--- config.mk ---
export PLATFORM = sky130hd
export DESIGN_NAME = sorted_list_engine_unit_flat
export DESIGN_NICKNAME = d
export VERILOG_FILES = /design/src/hdl/sle_pkg.sv /design/src/hdl/sle_if.sv /design/src/hdl/sorted_list_engine_unit.sv /design/src/hdl/sle_cell.sv /design/src/flat_wrapper.sv
export SDC_FILE = /design/constraint.sdc
export NUM_CORES = 2
export LEC_CHECK = 0
export BUFFER_PORTS_ARGS = -buffer_cell sky130_fd_sc_hd__buf_2
export CAP_MARGIN = 10
export CORE_ASPECT_RATIO = 0.8
export CORE_MARGIN = 5
export CORE_UTILIZATION = 55
export DETAILED_ROUTE_END_ITERATION = 8
export PLACE_DENSITY = 0.84
export SYNTH_ARGS = -nofsm -noshare
export SYNTH_HDL_FRONTEND = slang
export SYNTH_SLANG_ARGS = --single-unit
export TNS_END_PERCENT = 100
--- constraint.sdc ---
create_clock -name clk_i -period 3.9 [get_ports clk_i]
set_input_delay 0 -clock clk_i [delete_from_list [all_inputs] [get_ports clk_i]]
set_output_delay 0 -clock clk_i [all_outputs]
set_load 0.01 [all_outputs]
--- src/hdl/sle_pkg.sv ---
// Package with the request and status codes and the cell control type of the sorted list engine.
package sle_pkg;

  typedef enum logic [1:0] {
    REQ_INSERT = 2'd0,
    REQ_SEARCH = 2'd1,
    REQ_DELETE = 2'd2,
    REQ_POP    = 2'd3
  } req_type_e;

  typedef enum logic [1:0] {
    ST_DONE      = 2'd0,
    ST_NOT_FOUND = 2'd1,
    ST_FULL      = 2'd2,
    ST_EMPTY     = 2'd3
  } status_e;

  typedef struct packed {
    logic        cmp_en;
    logic        ins;
    logic        del;
    logic        pop;
    logic [31:0] value;
  } cell_ctrl_t;

endpackage

--- src/hdl/sle_if.sv ---
// Request and response channel interfaces of the sorted list engine.
interface sle_req_if;
  logic        valid;
  logic        ready;
  logic [1:0]  req_type;
  logic [31:0] value;

  modport source (output valid, output req_type, output value, input ready);
  modport sink (input valid, input req_type, input value, output ready);
endinterface

interface sle_rsp_if;
  logic        valid;
  logic        ready;
  logic [1:0]  status;
  logic [31:0] popped_value;
  logic [4:0]  entry_count;

  modport source (output valid, output status, output popped_value, output entry_count,
                  input ready);
  modport sink (input valid, input status, input popped_value, input entry_count,
                output ready);
endinterface

--- src/hdl/sorted_list_engine_unit.sv ---
// Top level of the sorted list engine: a chain of compare and shift cells with a sequencer.
// A request beat is answered in two steps: the accepting edge registers the compare of the
// operand against every cell, then the apply step updates the chain and loads the response
// register. The next request is accepted after the apply step, which waits while the previous
// response beat is still held. Reset empties the list; entry contents stay undefined.
module sorted_list_engine_unit #(
  parameter int DEPTH = 16
) (
  input  logic    clk_i,
  input  logic    rst_ni,
  sle_req_if.sink   req_i,
  sle_rsp_if.source rsp_o
);

  localparam int CntW = $clog2(DEPTH + 1);

  typedef enum logic [1:0] {
    FSM_IDLE  = 2'b01,
    FSM_APPLY = 2'b10
  } fsm_e;

  fsm_e                fsm_q, fsm_d;
  logic [CntW-1:0]     count_q, count_d;
  sle_pkg::req_type_e  req_q;
  logic [31:0]         value_q;
  logic                rsp_valid_q, rsp_valid_d;
  sle_pkg::status_e    status_q, status_d;
  logic [31:0]         popped_q, popped_d;
  logic [CntW+4:0]     count_ext;

  logic [31:0]         cell_value [DEPTH];
  logic [DEPTH-1:0]    cell_lt;
  logic [DEPTH-1:0]    cell_eq;
  logic [DEPTH-1:0]    cell_valid;
  logic [DEPTH-1:0]    hit;
  sle_pkg::cell_ctrl_t ctrl;

  logic accept;
  logic apply;
  logic found;
  logic full;
  logic empty;

  assign req_i.ready = (fsm_q == FSM_IDLE);
  assign accept      = req_i.valid && req_i.ready;
  assign apply       = (fsm_q == FSM_APPLY) && (!rsp_valid_q || rsp_o.ready);
  assign full        = (count_q == CntW'(DEPTH));
  assign empty       = (count_q == '0);
  assign found       = |hit;

  always_comb begin
    for (int i = 0; i < DEPTH; i++) begin
      cell_valid[i] = (CntW'(i) < count_q);
      if (i == 0) begin
        hit[i] = cell_eq[i];
      end else begin
        hit[i] = cell_eq[i] && cell_lt[i-1];
      end
    end
  end

  always_comb begin
    ctrl.cmp_en = accept;
    ctrl.value  = accept ? req_i.value : value_q;
    ctrl.ins    = apply && (req_q == sle_pkg::REQ_INSERT) && !full;
    ctrl.del    = apply && (req_q == sle_pkg::REQ_DELETE) && found;
    ctrl.pop    = apply && (req_q == sle_pkg::REQ_POP) && !empty;
  end

  for (genvar g = 0; g < DEPTH; g++) begin : g_cell
    logic [31:0] left_value;
    logic        left_lt;
    logic [31:0] right_value;
    if (g == 0) begin : g_first
      assign left_value = cell_value[g];
      assign left_lt    = 1'b1;
    end else begin : g_mid
      assign left_value = cell_value[g-1];
      assign left_lt    = cell_lt[g-1];
    end
    if (g == DEPTH - 1) begin : g_last
      assign right_value = cell_value[g];
    end else begin : g_body
      assign right_value = cell_value[g+1];
    end
    sle_cell u_cell (
      .clk_i         (clk_i),
      .ctrl_i        (ctrl),
      .valid_i       (cell_valid[g]),
      .left_value_i  (left_value),
      .left_lt_i     (left_lt),
      .right_value_i (right_value),
      .value_o       (cell_value[g]),
      .lt_o          (cell_lt[g]),
      .eq_o          (cell_eq[g])
    );
  end

  always_comb begin
    fsm_d       = fsm_q;
    count_d     = count_q;
    rsp_valid_d = rsp_valid_q && !rsp_o.ready;
    status_d    = status_q;
    popped_d    = popped_q;
    unique case (fsm_q)
      FSM_IDLE: begin
        if (accept) begin
          fsm_d = FSM_APPLY;
        end
      end
      FSM_APPLY: begin
        if (apply) begin
          fsm_d       = FSM_IDLE;
          rsp_valid_d = 1'b1;
          status_d    = sle_pkg::ST_DONE;
          popped_d    = '0;
          unique case (req_q)
            sle_pkg::REQ_INSERT: begin
              if (full) begin
                status_d = sle_pkg::ST_FULL;
              end else begin
                count_d = count_q + 1'b1;
              end
            end
            sle_pkg::REQ_SEARCH: begin
              if (!found) begin
                status_d = sle_pkg::ST_NOT_FOUND;
              end
            end
            sle_pkg::REQ_DELETE: begin
              if (!found) begin
                status_d = sle_pkg::ST_NOT_FOUND;
              end else begin
                count_d = count_q - 1'b1;
              end
            end
            sle_pkg::REQ_POP: begin
              if (empty) begin
                status_d = sle_pkg::ST_EMPTY;
              end else begin
                popped_d = cell_value[0];
                count_d  = count_q - 1'b1;
              end
            end
            default: begin
              status_d = sle_pkg::ST_DONE;
            end
          endcase
        end
      end
      default: begin
        fsm_d = FSM_IDLE;
      end
    endcase
  end

  always_ff @(posedge clk_i or negedge rst_ni) begin
    if (!rst_ni) begin
      fsm_q       <= FSM_IDLE;
      count_q     <= '0;
      rsp_valid_q <= 1'b0;
    end else begin
      fsm_q       <= fsm_d;
      count_q     <= count_d;
      rsp_valid_q <= rsp_valid_d;
    end
  end

  always_ff @(posedge clk_i) begin
    if (accept) begin
      req_q   <= sle_pkg::req_type_e'(req_i.req_type);
      value_q <= req_i.value;
    end
    status_q <= status_d;
    popped_q <= popped_d;
  end

  assign count_ext          = {5'd0, count_q};
  assign rsp_o.valid        = rsp_valid_q;
  assign rsp_o.status       = status_q;
  assign rsp_o.popped_value = popped_q;
  assign rsp_o.entry_count  = count_ext[4:0];

endmodule

--- src/hdl/sle_cell.sv ---
// One cell of the sorted chain: holds an entry, compares it and shifts with its neighbors.
module sle_cell (
  input  logic                clk_i,
  input  sle_pkg::cell_ctrl_t ctrl_i,
  input  logic                valid_i,
  input  logic [31:0]         left_value_i,
  input  logic                left_lt_i,
  input  logic [31:0]         right_value_i,
  output logic [31:0]         value_o,
  output logic                lt_o,
  output logic                eq_o
);

  logic [31:0] value_q;
  logic [31:0] value_d;
  logic        lt_q;
  logic        eq_q;

  always_comb begin
    value_d = value_q;
    if (ctrl_i.ins && !lt_q) begin
      value_d = left_lt_i ? ctrl_i.value : left_value_i;
    end else if (ctrl_i.pop || (ctrl_i.del && !lt_q)) begin
      value_d = right_value_i;
    end
  end

  always_ff @(posedge clk_i) begin
    value_q <= value_d;
    if (ctrl_i.cmp_en) begin
      lt_q <= valid_i && ($signed(value_q) < $signed(ctrl_i.value));
      eq_q <= valid_i && (value_q == ctrl_i.value);
    end
  end

  assign value_o = value_q;
  assign lt_o    = lt_q;
  assign eq_o    = eq_q;

endmodule

--- src/flat_wrapper.sv ---
// flat-port wrapper written by rule: the top's interface ports become plain ports
module sorted_list_engine_unit_flat 
#(
  parameter int DEPTH = 16
)
  (clk_i, rst_ni, req_i_valid, req_i_req_type, req_i_value, req_i_ready, rsp_o_valid, rsp_o_status, rsp_o_popped_value, rsp_o_entry_count, rsp_o_ready);
  sle_req_if req_i_i ();
  sle_rsp_if rsp_o_i ();
  input  logic clk_i;
  input  logic rst_ni;
  input wire logic [$bits(req_i_i.valid)-1:0] req_i_valid;
  input wire logic [$bits(req_i_i.req_type)-1:0] req_i_req_type;
  input wire logic [$bits(req_i_i.value)-1:0] req_i_value;
  output wire logic [$bits(req_i_i.ready)-1:0] req_i_ready;
  output wire logic [$bits(rsp_o_i.valid)-1:0] rsp_o_valid;
  output wire logic [$bits(rsp_o_i.status)-1:0] rsp_o_status;
  output wire logic [$bits(rsp_o_i.popped_value)-1:0] rsp_o_popped_value;
  output wire logic [$bits(rsp_o_i.entry_count)-1:0] rsp_o_entry_count;
  input wire logic [$bits(rsp_o_i.ready)-1:0] rsp_o_ready;
  assign req_i_i.valid = req_i_valid;
  assign req_i_i.req_type = req_i_req_type;
  assign req_i_i.value = req_i_value;
  assign req_i_ready = req_i_i.ready;
  assign rsp_o_valid = rsp_o_i.valid;
  assign rsp_o_status = rsp_o_i.status;
  assign rsp_o_popped_value = rsp_o_i.popped_value;
  assign rsp_o_entry_count = rsp_o_i.entry_count;
  assign rsp_o_i.ready = rsp_o_ready;
  sorted_list_engine_unit #(.DEPTH(DEPTH)) u_core (.clk_i(clk_i), .rst_ni(rst_ni), .req_i(req_i_i), .rsp_o(rsp_o_i));
endmodule
### Word level (Yosys, flattened, before mapping)

Index checks and enable logic that the tools add are counted.

| storage, ports and cells | value |
|---|---|
| input bits | 38 |
| flip-flop bits (word level) | 620 |
| word-level logic and storage cells | 323 |
| output and inout bits | 41 |

| cells by class | value |
|---|---|
| reduce and logical (&&, ||, !) cells | 147 |
| eq/ne operators | 27 |
| muxes and demuxes | 59 |
| bitwise operators | 1 |
| magnitude comparators | 32 |
| add/sub/neg operators | 2 |

Operator list:

| operator | number |
|---|---|
| 2-to-1 mux 32 bit | 46 |
| equality test 32 bit | 16 |
| less-than comparator 32 bit | 16 |
| logical AND 1 bit | 87 |
| less-than comparator 4 x 5 -> 1 bit, first input constant | 8 |
| nonzero test 2 bit | 15 |
| logical NOT 1 bit | 20 |
| less-than comparator 3 x 5 -> 1 bit, first input constant | 4 |
| logical OR 1 bit | 16 |
| OR reduction 16 bit | 1 |
| 2-to-1 mux 5 bit | 3 |
| case mux 5 bit (3 select lines) | 1 |
| less-than comparator 1 x 5 -> 1 bit, first input constant | 2 |
| less-than comparator 2 x 5 -> 1 bit, first input constant | 2 |
| 2-to-1 mux 2 bit | 4 |
| equality test 2 bit, second input constant | 3 |
| != test 2 bit, second input constant | 3 |
| case mux 2 bit (3 select lines) | 1 |
| AND reduction 6 bit | 1 |
| adder 5 x 1 -> 5 bit, second input constant | 1 |
| equality test 5 bit, second input constant | 1 |
| logical NOT 5 bit | 1 |
| subtractor 5 x 1 -> 5 bit, second input constant | 1 |
| equality test 2 x 1 -> 1 bit, second input constant | 2 |
| other kinds (8) | 13 |

### Longest topological paths before layout

| logic depth | value |
|---|---|
| depth in word-level cells | 9 |
| mapped depth | 13 |
| gate-level depth less buffers | 11 |

### Modules after synthesis

A second synthesis with hierarchy kept.

| second synthesis, totals | value |
|---|---|
| cells, all modules | 4482 |
| area total of the unflattened synthesis | 43631.8 um2 |

Modules (own cells, without submodules):

| module | cells each | seq. area each (um2) | instances | area each (um2) |
|---|---|---|---|---|
| sle_cell (u_core.g_cell[0].u_cell ...) | 261 | 1021.0 | 15 | 2527.4 |
| sorted_list_engine_unit | 308 | 1923.1 | 1 | 3179.3 |
| sle_cell (u_core.g_cell[15].u_cell) | 259 | 1021.0 | 1 | 2541.2 |

### Least setup slack after synthesis

OpenSTA, ideal clock, no wires.

| timing path | value |
|---|---|
| path type | register to register |
| start point | reg u_core.fsm_q[0] |
| end point | reg u_core.g_cell[1].u_cell.lt_q, data pin |
| setup slack | 153 ps |
| clock period less this slack | 3747 ps |
| arrival | 3492 ps |
| setup time | 255 ps |
| stages on the path, launching flop included | 13 |
| data required time | 3645 ps |
| buffers on the path | 2 |
| cell sequence | dfstp_2 -> nand3b_1 -> buf_4 -> inv_4 -> mux2i_1 -> buf_2 -> ha_1 -> a21oi_1 -> o21ai_0 -> a22o_1 -> o31a_1 -> or4_1 -> and3_1 |

| between the ends | value |
|---|---|
| longest elaborated chain between the ends | 5 |

RTL lines:

| element | line | RTL |
|---|---|---|
| start: declaration | sorted_list_engine_unit.sv:22 | `fsm_e fsm_q, fsm_d;` |
| start signal: assignment | sorted_list_engine_unit.sv:163 | `fsm_q <= fsm_d;` |
| equality test 2 x 1 -> 1 bit | sorted_list_engine_unit.sv:44 | `assign req_i.ready = (fsm_q == FSM_IDLE);` |
| logical AND 1 bit | sorted_list_engine_unit.sv:45 | `assign accept = req_i.valid && req_i.ready;` |
| 2-to-1 mux 32 bit | sorted_list_engine_unit.sv:64 | `ctrl.value = accept ? req_i.value : value_q;` |
| less-than comparator 32 bit | sle_cell.sv:31 | `lt_q <= valid_i && ($signed(value_q) < $signed(ctrl_i.value));` |
| logical AND 1 bit | sle_cell.sv:31 |  |
| end signal: assignment | sle_cell.sv:31 |  |
| end: declaration | sle_cell.sv:16 | `logic lt_q;` |

Every way passes these cells.
A chain may end at the register's enable or synchronous reset.

### Final worst setup path

| timing path | value |
|---|---|
| start point | reg u_core.fsm_q[0] |
| end point | reg u_core.g_cell[0].u_cell.lt_q, data pin |

| between the ends | value |
|---|---|
| longest elaborated chain between the ends | 5 |

RTL lines:

| element | line |
|---|---|
| equality test 2 x 1 -> 1 bit | sorted_list_engine_unit.sv:44 |
| logical AND 1 bit | sorted_list_engine_unit.sv:45 |
| 2-to-1 mux 32 bit | sorted_list_engine_unit.sv:64 |
| less-than comparator 32 bit | sle_cell.sv:31 |
| logical AND 1 bit | sle_cell.sv:31 |
| end signal: assignment | sle_cell.sv:31 |
| end: declaration | sle_cell.sv:16 |

Every way passes these cells.

==> impl_metrics.yaml <==
outcome:
  outcome: "finished with violations"
  violations: "setup timing"
drt:
  ant_nets: 0
  drt_iter0_drc: 6067
  drt_pass1_iterations: 7
  totalWireLength_um: 131000
  vias: 36600
  drc_errors: 0
  detail_route.vias_per_cell: 6.54
  wire_per_inst_um: 23.5
timing:
  finalCriticalPeriod_ps: 3900
  post-route-period-util_pct: 100
  fin_ws_ps: -3.12
  finalSetupViolCount: 1
  fin_skew_ps: 32.5
  tightest_slew_ps: 987
  rsz0062_at_grt: "true"
  setup_tns_ps: -3.12
  timing.slew.headroom_pct: 33.8
  max_freq_mhz: 256
  final_max_slew_viol_count: 0
  hold_viol: 0
yosys:
  ys_seq_area_share_pct: 44.7
  synth_cell_types: 68
  synth_flop_cell: "edfxtp_1"
  async_reset_ff_share_pct: 1.29
  synth_edf_count: 580
  postSynthCellCount: 4435
  syn_area_per_cell_sq_um: 9.21
  synth_top_area_share_pct: 42.6
  synth_area_leaders: "edfxtp_1, ha_1, nand2_1, o21ai_0, o21ai_1"
  synth_top_cell_by_area: "edfxtp_1"
  netlist_area_sq_mm: 0.0408
  synth_seq_cells: 620
  syn_nets: 4977
  yosysWarnings: 0
power:
  totalPowerFinal_mw: 23.0
  power_density_mw_per_mm2: 500
  ir_worst_vdd_mv: 0.301
  leakagePower_nw: 18.7
clock_tree:
  clock_sinks: 620
  cts_buffers: 69
  clk-insertion-delay-late_ps: 630
  clock_path_buffers: 3
  cts_max_level: 3
  clkSlewWorstSetupHoldPaths_ps: 60
  cts_tree: "yes"
  cts-root-buf: "clkbuf_16"
floorplan:
  start_util_pct: 55.4
  fp.dieArea_sq_mm: 0.0798
  die_w_um: 315
  die_h_um: 254
  io_pins: 79
  rows: 89
  core_area_sq_mm: 0.0737
place:
  post-place-ws_ps: -223
  port_buffers: 78
  place_congestion: 0.948
  dp_hpwl_um: 93500
layout:
  final_util_pct: 62.5
  drive_gt1_share_pct: 9.97
  most-common-layout-cells: "nand2_1, edfxtp_1, o21ai_0, ha_1, o21ai_1"
  area_delta_synth_final_pct: 12.8
  final_common_cell: "nand2_1"
  final_nets: 5084
critical_path:
  arrival_ps: 4270
  startpoint_type: "flip-flop"
  cpMaxStageDelayCell: "dfstp_2"
  worst_setup_path_endpoint: "u_core.g_cell[0].u_cell.lt_o"
  crit_family: "simple AND/OR/NAND/NOR gates"
  r2r_end: "u_core.g_cell[0].u_cell.lt_o"
  cp.depth: 15
  end_kind: "flip-flop"
  r2r-start: "u_core.fsm_q[0]"
  critPathMaxFanout: 13
  worst_path_largest_cell_delay_ps: 550
  cp-startpoint: "u_core.fsm_q[0]"
  cp_cell_sequence: "nand3b_1 -> buf_12 -> buf_12 -> mux2i_4 -> buf_12 -> buf_4 -> ha_1 -> nand4_1 -> nor4_4 -> buf_4 -> nand3_1 -> a31oi_1 -> buf_4 -> or4_1 -> nand2_1"
  worst-setup-path-type: "reg2reg"
  worstPathRequired_ps: 4270
  reg2regPathDepth: 15
  critPathBufInv: 6
  reg2reg_slack_ps: -3
grt:
  grt_usage_pct: 32.0
  grt_pass1_vias: 34200
  grt_max_degree: 67
  grt_pass1_wl_um: 201000
  grt_antenna_before_repair: 4
  overflow: 0
job:
  cap_violations: 0
hold_path:
  min_path_type: "in2reg"
## per-stage QoR
step	hold slack [ps]	cells	cell area (sq um)
floorplan	-296	4435	40800
global placement	-146	5435	43400
detailed placement	-141	5435	43400
CTS	2.11	5588	45900
global route	33.4	5593	46100
finish	44.9	5596	46100
## cell type report
class,instances,area [sq um]
antenna,3,7.51
inverter,75,284
clock inverter,32,230
fill,5775,27700
timing repair buffer,302,2530
sequential,620,18300
tap,1001,1250
multi-input combinational,3474,21600
clock buffer,89,1910
## Yosys cell counts (6+ instances only)
cell and n:
nand2_1 1070, edfxtp_1 580, o21ai_0 518, ha_1 504, o21ai_1 462, a21oi_1 211, clkbuf_1 132, buf_2 105
nor2_1 103, nand4_1 93, inv_1 74, nand3_1 47, a21o_1 38, a211oi_1 35, and2_1 33, dfxtp_1 32
nand2b_1 30, nor3_1 30, o211ai_1 26, mux2i_2 25, o21a_1 25, nor4_1 22, buf_1 20, a31oi_1 19
xnor2_1 18, a221oi_1 17, or2_1 16, o221ai_1 15, o2111ai_1 11, a21boi_0 9, a22o_1 9, buf_4 8
mux2i_1 8, a2111oi_2 7, dfrtp_1 7, or4_1 7, nor3_2 6, o31a_1 6, o31ai_1 6
## tightest hold or removal path, stage by stage
cell and delay, ps:
buf_2 120, mux2i_4 110, buf_12 180, buf_4 170
inv_1 60
## where the power goes
part,switching [mW],internal [mW]
logic,5.47,3.06
registers,0.366,7.71
clock network,2.82,3.60
total,8.66,14.4
## flip-flops by register name (all words and copies together) (netlist names)
signal and cells:
u_core.g_cell.u_cell.lt_o 16, u_core.g_cell.u_cell.value_o 512, u_core.rsp_o.valid 1, u_core.g_cell.u_cell.eq_o 16, u_core.value_q 32, u_core.rsp_o.entry_count 5, u_core.fsm_q 2, u_core.rsp_o.popped_value 32
u_core.rsp_o.status 2, u_core.req_q 2
## metal layers
metal	vias to the layer above	part of all wire [%]	global-route usage, %
met1	17200	39	44.9
met4	2	4.0	11.6
met5	-	0.0091	0
li1	16500	-	-
met3	386	15	10.4
met2	2570	42	46.7
## cells by family (layout without fill, tap and decap cells)
kind of cell	Yosys count	after routing	share of synthesized area (%)
adder cells (fa/ha/maj)	504	504	15.4
XOR/XNOR	21	21	0.450
AO/OA/AOI/OAI	1431	1431	19.3
buffers and inverters	341	498	3.55
other	0	3	0
flip-flops	620	620	44.7
multiplexers	34	34	1.07
AND/OR/NAND/NOR	1484	1484	15.5
## worst min-delay path by stage
stage / endpoint / depth (start not counted) / from
finish: u_core.value_q[10] / 5 / req_i_value[10]
CTS: u_core.value_q[10] / 5 / req_i_value[10]
global placement: u_core.rsp_o.entry_count[4] / 1 / rst_ni
detailed placement: u_core.rsp_o.entry_count[4] / 1 / rst_ni
floorplan: u_core.fsm_q[1] / 0 / rst_ni
global route: u_core.value_q[10] / 5 / req_i_value[10]
## repair_timing
item | 4_1_cts | 5_1_grt
pin swaps | 0 | 7
hold endpoints to repair | 52 | 1
setup buffers | 0 | 4
endpoints found under the setup margin | 5 | 17
hold buffers | 32 | 1
resized for setup | 7 | 20
(Power assumes the default switching activity.)
